[src/hdl/bbl_pkg.sv]
// ----------------------------------------------------------------------------
// bbl_pkg: shared types and constants of the 3x3 box blur stream
// Holds the field widths, the result record, the divide-by-nine constants
// and the inter-stage struct shared by the datapath modules.
// ----------------------------------------------------------------------------
`default_nettype none

package bbl_pkg;

    // Default capacity of the line stores and of the row counter.
    localparam int MAX_WIDTH_DEF  = 4096;
    localparam int MAX_HEIGHT_DEF = 4096;

    // Fixed field widths of the ports.
    localparam int PIX_W     = 8;
    localparam int POS_W     = 12;
    localparam int CFG_W     = 13;
    localparam int CFG_IDX_W = 1;

    // Reset values of the frame size registers.
    localparam logic [CFG_W-1:0] FRAME_WIDTH_RST  = 13'd640;
    localparam logic [CFG_W-1:0] FRAME_HEIGHT_RST = 13'd480;

    // Configuration register indexes.
    typedef enum logic [CFG_IDX_W-1:0] {
        REG_FRAME_WIDTH  = 1'b0,
        REG_FRAME_HEIGHT = 1'b1
    } t_cfg_reg;

    // Window sum: nine 8-bit pixels plus the rounding term stay below 2^12.
    localparam int SUM_W = 12;
    localparam logic [SUM_W-1:0] ROUND = 12'd4;

    // (s * 7282) >> 16 equals s / 9 for every s below 2300.
    localparam int DIV9_MUL_W = 13;
    localparam logic [DIV9_MUL_W-1:0] DIV9_MUL = 13'd7282;
    localparam int DIV9_SHIFT = 16;
    localparam int PROD_W = SUM_W + DIV9_MUL_W;

    // Result queue geometry.
    localparam int Q_DEPTH   = 8;
    localparam int Q_AW      = $clog2(Q_DEPTH);
    localparam int CNT_W     = Q_AW + 1;
    localparam int OCC_W     = CNT_W + 1;
    localparam int RES_SLOTS = 3;

    // Which results one input pixel causes.
    typedef struct packed {
        logic first_row;
        logic interior;
        logic right_edge;
        logic left_edge;
        logic last_row;
        logic end_frame;
    } t_flags;

    // Row and column labels of the pixel, already cut to the output width.
    typedef struct packed {
        logic [POS_W-1:0] row_cur;
        logic [POS_W-1:0] row_prev;
        logic [POS_W-1:0] col_cur;
        logic [POS_W-1:0] col_prev;
    } t_pos;

    // Window stage to result stage.
    typedef struct packed {
        logic             valid;
        t_pos             pos;
        t_flags           flags;
        logic [PIX_W-1:0] pixel;
        logic [PIX_W-1:0] mid;
        logic [PIX_W-1:0] left_pixel;
        logic [SUM_W-1:0] sum;
    } t_stage;

    // One output pixel.
    typedef struct packed {
        logic [POS_W-1:0] row;
        logic [POS_W-1:0] column;
        logic [PIX_W-1:0] value;
        logic             end_frame;
    } t_res;

    // All results of one input pixel, slot 0 first.
    typedef struct packed {
        t_res [RES_SLOTS-1:0] slot;
        logic [1:0]           cnt;
    } t_rec;

endpackage

`default_nettype wire

[src/hdl/bbl_result_queue.sv]
// ----------------------------------------------------------------------------
// bbl_result_queue: mean division, result packing and output queue
// Turns one window stage entry into up to three results, queues them as one
// record and hands them out one transfer at a time.
// ----------------------------------------------------------------------------
`default_nettype none

module bbl_result_queue (
    input  wire logic                      i_clk,
    input  wire logic                      i_rst_n,
    input  bbl_pkg::t_stage                i_stage,
    output logic      [bbl_pkg::CNT_W-1:0] o_count,
    output logic                           o_valid,
    input  wire logic                      i_stall,
    output bbl_pkg::t_res                  o_res,
    output logic                           o_last
);

    import bbl_pkg::*;

    logic [PROD_W-1:0] prod;
    logic [PIX_W-1:0]  blur;
    t_res              cand [5];
    logic [4:0]        cand_en;
    logic [1:0]        n;
    t_rec              rec;
    logic              push;
    logic              pop;
    logic              xfer;

    t_rec             r_q [Q_DEPTH];
    logic [Q_AW-1:0]  r_wr;
    logic [Q_AW-1:0]  r_rd;
    logic [CNT_W-1:0] r_cnt;
    logic [1:0]       r_sub;
    t_rec             head;

    assign prod = PROD_W'(i_stage.sum + ROUND) * PROD_W'(DIV9_MUL);
    assign blur = PIX_W'(prod >> DIV9_SHIFT);

    // Candidates in output order: first row, interior, right border,
    // left border of the next row, last row.
    always_comb begin
        cand[0] = '{row: i_stage.pos.row_cur, column: i_stage.pos.col_cur,
                    value: i_stage.pixel, end_frame: 1'b0};
        cand[1] = '{row: i_stage.pos.row_prev, column: i_stage.pos.col_prev,
                    value: blur, end_frame: 1'b0};
        cand[2] = '{row: i_stage.pos.row_prev, column: i_stage.pos.col_cur,
                    value: i_stage.mid, end_frame: 1'b0};
        cand[3] = '{row: i_stage.pos.row_cur, column: '0,
                    value: i_stage.left_pixel, end_frame: 1'b0};
        cand[4] = '{row: i_stage.pos.row_cur, column: i_stage.pos.col_cur,
                    value: i_stage.pixel, end_frame: i_stage.flags.end_frame};
        cand_en = {i_stage.flags.last_row, i_stage.flags.left_edge,
                   i_stage.flags.right_edge, i_stage.flags.interior,
                   i_stage.flags.first_row};

        rec = '0;
        n   = '0;
        for (int k = 0; k < 5; k++) begin
            if (cand_en[k]) begin
                rec.slot[n] = cand[k];
                n = n + 2'd1;
            end
        end
        rec.cnt = n;
    end

    assign push = i_stage.valid && (rec.cnt != '0);

    assign head    = r_q[r_rd];
    assign o_valid = (r_cnt != '0);
    assign o_res   = head.slot[r_sub];
    assign o_last  = (r_sub == head.cnt - 2'd1);
    assign xfer    = o_valid && !i_stall;
    assign pop     = xfer && o_last;

    always_ff @(posedge i_clk) begin
        if (!i_rst_n) begin
            r_wr  <= '0;
            r_rd  <= '0;
            r_cnt <= '0;
            r_sub <= '0;
        end else begin
            if (push) begin
                r_wr <= r_wr + 1'b1;
            end
            if (pop) begin
                r_rd  <= r_rd + 1'b1;
                r_sub <= '0;
            end else if (xfer) begin
                r_sub <= r_sub + 2'd1;
            end
            unique case ({push, pop})
                2'b10:   r_cnt <= r_cnt + 1'b1;
                2'b01:   r_cnt <= r_cnt - 1'b1;
                default: r_cnt <= r_cnt;
            endcase
        end
    end

    always_ff @(posedge i_clk) begin
        if (push) begin
            r_q[r_wr] <= rec;
        end
    end

    assign o_count = r_cnt;

endmodule

`default_nettype wire

[config.mk]
export PLATFORM = sky130hd
export DESIGN_NAME = bbl_result_queue
export DESIGN_NICKNAME = d
export VERILOG_FILES = /design/src/hdl/bbl_pkg.sv /design/src/hdl/bbl_result_queue.sv
export SDC_FILE = /design/constraint.sdc
export NUM_CORES = 1
export LEC_CHECK = 0
export BUFFER_PORTS_ARGS = -buffer_cell sky130_fd_sc_hd__buf_4
export CAP_MARGIN = 20
export CORE_MARGIN = 2
export CORE_UTILIZATION = 53
export DETAILED_ROUTE_END_ITERATION = 7
export PLACE_DENSITY = 0.76
export SYNTH_ARGS = -nofsm -noshare
export SYNTH_HDL_FRONTEND = slang
export SYNTH_SLANG_ARGS = --single-unit
[constraint.sdc]
create_clock -name i_clk -period 12.3 [get_ports i_clk]
set_clock_uncertainty 0.1 [all_clocks]
set_input_delay 2.46 -clock i_clk [delete_from_list [all_inputs] [get_ports i_clk]]
set_output_delay 2.46 -clock i_clk [all_outputs]
set_load 0.005 [all_outputs]
==> flow_summary.ini <==
[detailed_routing]
drc = 0
ant_nets = 0
drt_first_pass_iters = 5
drtIter0Drc = 2018
vias = 19000
wire_per_inst_um = 27.0
avgViaCountPerCell = 6.33
routed_wl_um = 81200

[layout]
drive_gt1_frac = 0.242
fillers = 4723
nets = 2280
layout-area-overhead-vs-synth_pct = 12.1

[clock_network]
clock_sinks = 823
clock_latency_ns = 0.61
ctsResizeCount = 0
ctsHoldBuffers = 0
clock_path_buffers = 3
cts-buffers-inserted = 77
htreeDepth = 3
cts_setup_buffers = 0
cts_root_buffer = clkbuf_16
cts_tree = yes
clk_pin_slew_worst_paths_ns = 0.06

[power_and_ir_drop]
p_per_area_nw_per_um2 = 185
intPower_mw = 5.33
p_leak_nw = 13.4
seqPwrFrac = 0.457
p_switching_mw = 2.11
swShare = 0.283
combPwrFrac = 0.246
worst_ir_drop_vdd_uv = 138
power_frac_clock = 0.297

[synthesis]
synth_warnings = 0
ys_seq_area_frac = 0.685
synth_cell_type_count = 62
syn-mean-instance-area_um2 = 18.6
async_reset_ff_frac = 0
synthFlopType = edfxtp_1
ys_seq_elements = 823
synth_common_cells = 808 x edfxtp_1, 235 x mux4_2, 129 x inv_1
synth_top_cell_by_area = edfxtp_1
synth.most_common_cell = edfxtp_1
netlist.area_leader.share = 0.677
netlist_instances = 1930
synth-edff-count = 808
synth_nets = 2136
netlist_area_um2 = 35800
synthTopCellsByArea = edfxtp_1 68%, mux4_2 15%, ha_1 2.9%

[floorplan]
row_count = 95
die_area_um2 = 69700
start_util = 0.535
die_y_um = 264
die_w_um = 264
core_area_um2 = 67000
ioPinCount = 133

[timing]
tightest_slew_ns = 1.12
min_period_ns = 7.97
post-route-period-util = 0.648
hold_ws_ns = 0.411
setup_viol = 0
final-max-slew-violation-count = 0
slew_headroom = 0.254
finalSetupTns_ns = 0
rsz0062_at_grt = false
post-route-worst-setup-slack_ns = 4.33
clock.fmax_ghz = 0.125
hold_viol = 0

[global_route]
grt_pass1_wl_um = 123000
grtUsageTotal = 0.237
grt_pass1_vias = 20059
grt_start_max_net_pins = 102
grt.overflow.total = 0
antenna_found_initial = 1

[placed_design]
dp_hpwl_um = 45600
place_congestion = 0.919
dp_slack_ns = 3.77
port_buffers = 132

[worst_setup_path]
path_max_fanout = 8
r2r-end = o_count[3]
start_kind = input pin
cp.required_ns = 12.51
worstSetupEndpointType = register
r2r_setup_slack_ns = 8.13
critPathKind = input pin to register
worstRegToRegCells = 12
critical_path_arrival_ns = 8.18
crit_start = i_stage[4]

[hold_path]
min_path_cells = 2
hold_start = r_rd[1]
hp-class = register to register

[outcome]
status = complete, no violations

[run]
drv_cap = 0
-- registers in the layout, indices dropped and copies added (netlist names), named ones only --
name	cells
r_q	808
r_wr	3
o_count	4
r_rd	3
r_sub	2
-- routing by layer --
metal,vias up,part of all wire,GRT usage
met5,-,0,0
met4,0,0.018,0.0608
met3,104,0.075,0.0366
met2,933,0.51,0.402
met1,9918,0.39,0.323
li1,8045,-,-
-- power by group through the flow --
stage	sequential (mW)	clock (mW)	combinational (mW)
final	3.40	2.21	1.83
after global routing	3.41	2.34	2.01
after CTS	3.40	2.24	1.82
after detailed placement	3.45	0	1.80
after global placement	3.44	0	1.76
after floorplan	3.45	0	1.24
-- per-stage QoR --
| stage | std cells | area (µm²) | power [mW] | util |
|---|---|---|---|---|
| finish | 3002 | 40200 | 7.43 | 0.599 |
| global route | 3002 | 40200 | 7.76 | 0.599 |
| CTS | 3001 | 40200 | 7.46 | 0.599 |
| detailed placement | 2868 | 37900 | 5.26 | 0.565 |
| global placement | 2867 | 37800 | 5.21 | 0.565 |
| floorplan | 1930 | 35900 | 4.68 | - |
-- worst max-delay path: stages --
cell and delay [ns]:
buf_4 0.10, nand3_1 0.09, nor2_1 0.17, and3_1 0.23, nand2_1 0.08, xnor2_1 0.33
inv_1 0.20, fa_1 0.51, inv_1 0.04, ha_1 0.29, inv_1 0.05, fa_1 0.47
inv_1 0.05, fa_1 0.50, inv_1 0.05, fa_1 0.47, inv_1 0.04, ha_1 0.33
a21oi_1 0.19, o21ai_0 0.15, a221o_1 0.34, a31o_2 0.26, xnor2_1 0.13, o21ai_0 0.63
-- cells in the final DEF (no fill, tap or decap), types with 5 or more instances in the layout --
cell / instances
mux4_2: 235
nand2_1: 76
edfxtp_1: 808
o22ai_1: 40
clkbuf_1: 21
mux2i_1: 39
xor2_1: 12
nand2b_1: 9
buf_4: 158
fa_1: 29
o21ai_0: 46
nor2_1: 45
inv_1: 129
nand3_1: 22
clkinv_2: 5
a22o_1: 48
a21o_1: 9
and2_1: 28
and3_1: 9
a22oi_1: 10
xnor2_1: 23
o211ai_1: 6
a21oi_1: 34
clkinv_1: 20
dfxtp_1: 10
nor2b_1: 5
ha_1: 83
nand4_1: 5
clkbuf_16: 80
a311oi_1: 5
-- how the worst max path moves through the flow --
stage / depth (start not counted) / end
global route: 21 / r_q[1][5]
global placement: 24 / r_q[0][9]
finish: 24 / r_q[1][8]
detailed placement: 24 / r_q[1][8]
CTS: 24 / r_q[1][8]
floorplan: 13 / r_q[0][0]
-- layout make-up --
| cell class | instances | area, µm² | area share |
|---|---|---|---|
| sequential | 823 | 24600 | 0.612 |
| inverter | 129 | 484 | 0.0121 |
| timing repair buffer | 162 | 1270 | 0.0317 |
| clock buffer | 101 | 2080 | 0.0518 |
| antenna | 1 | 2.50 | 0.0000623 |
| clock inverter | 32 | 221 | 0.00551 |
| multi-input combinational | 881 | 10400 | 0.260 |
| tap | 873 | 1090 | 0.0272 |
-- cell families after synthesis --
logic type               count (synthesis)  share of synthesized area
flip-flops                             823                      0.685
AND/OR/NAND/NOR                        227                     0.0304
multiplexers                           280                      0.161
buffers and inverters                  226                     0.0254
XOR/XNOR                                37                    0.00967
adder cells (fa/ha/maj)                112                     0.0452
AO/OA/AOI/OAI                          225                     0.0427
No activity file was read; power rests on OpenSTA's default activity.
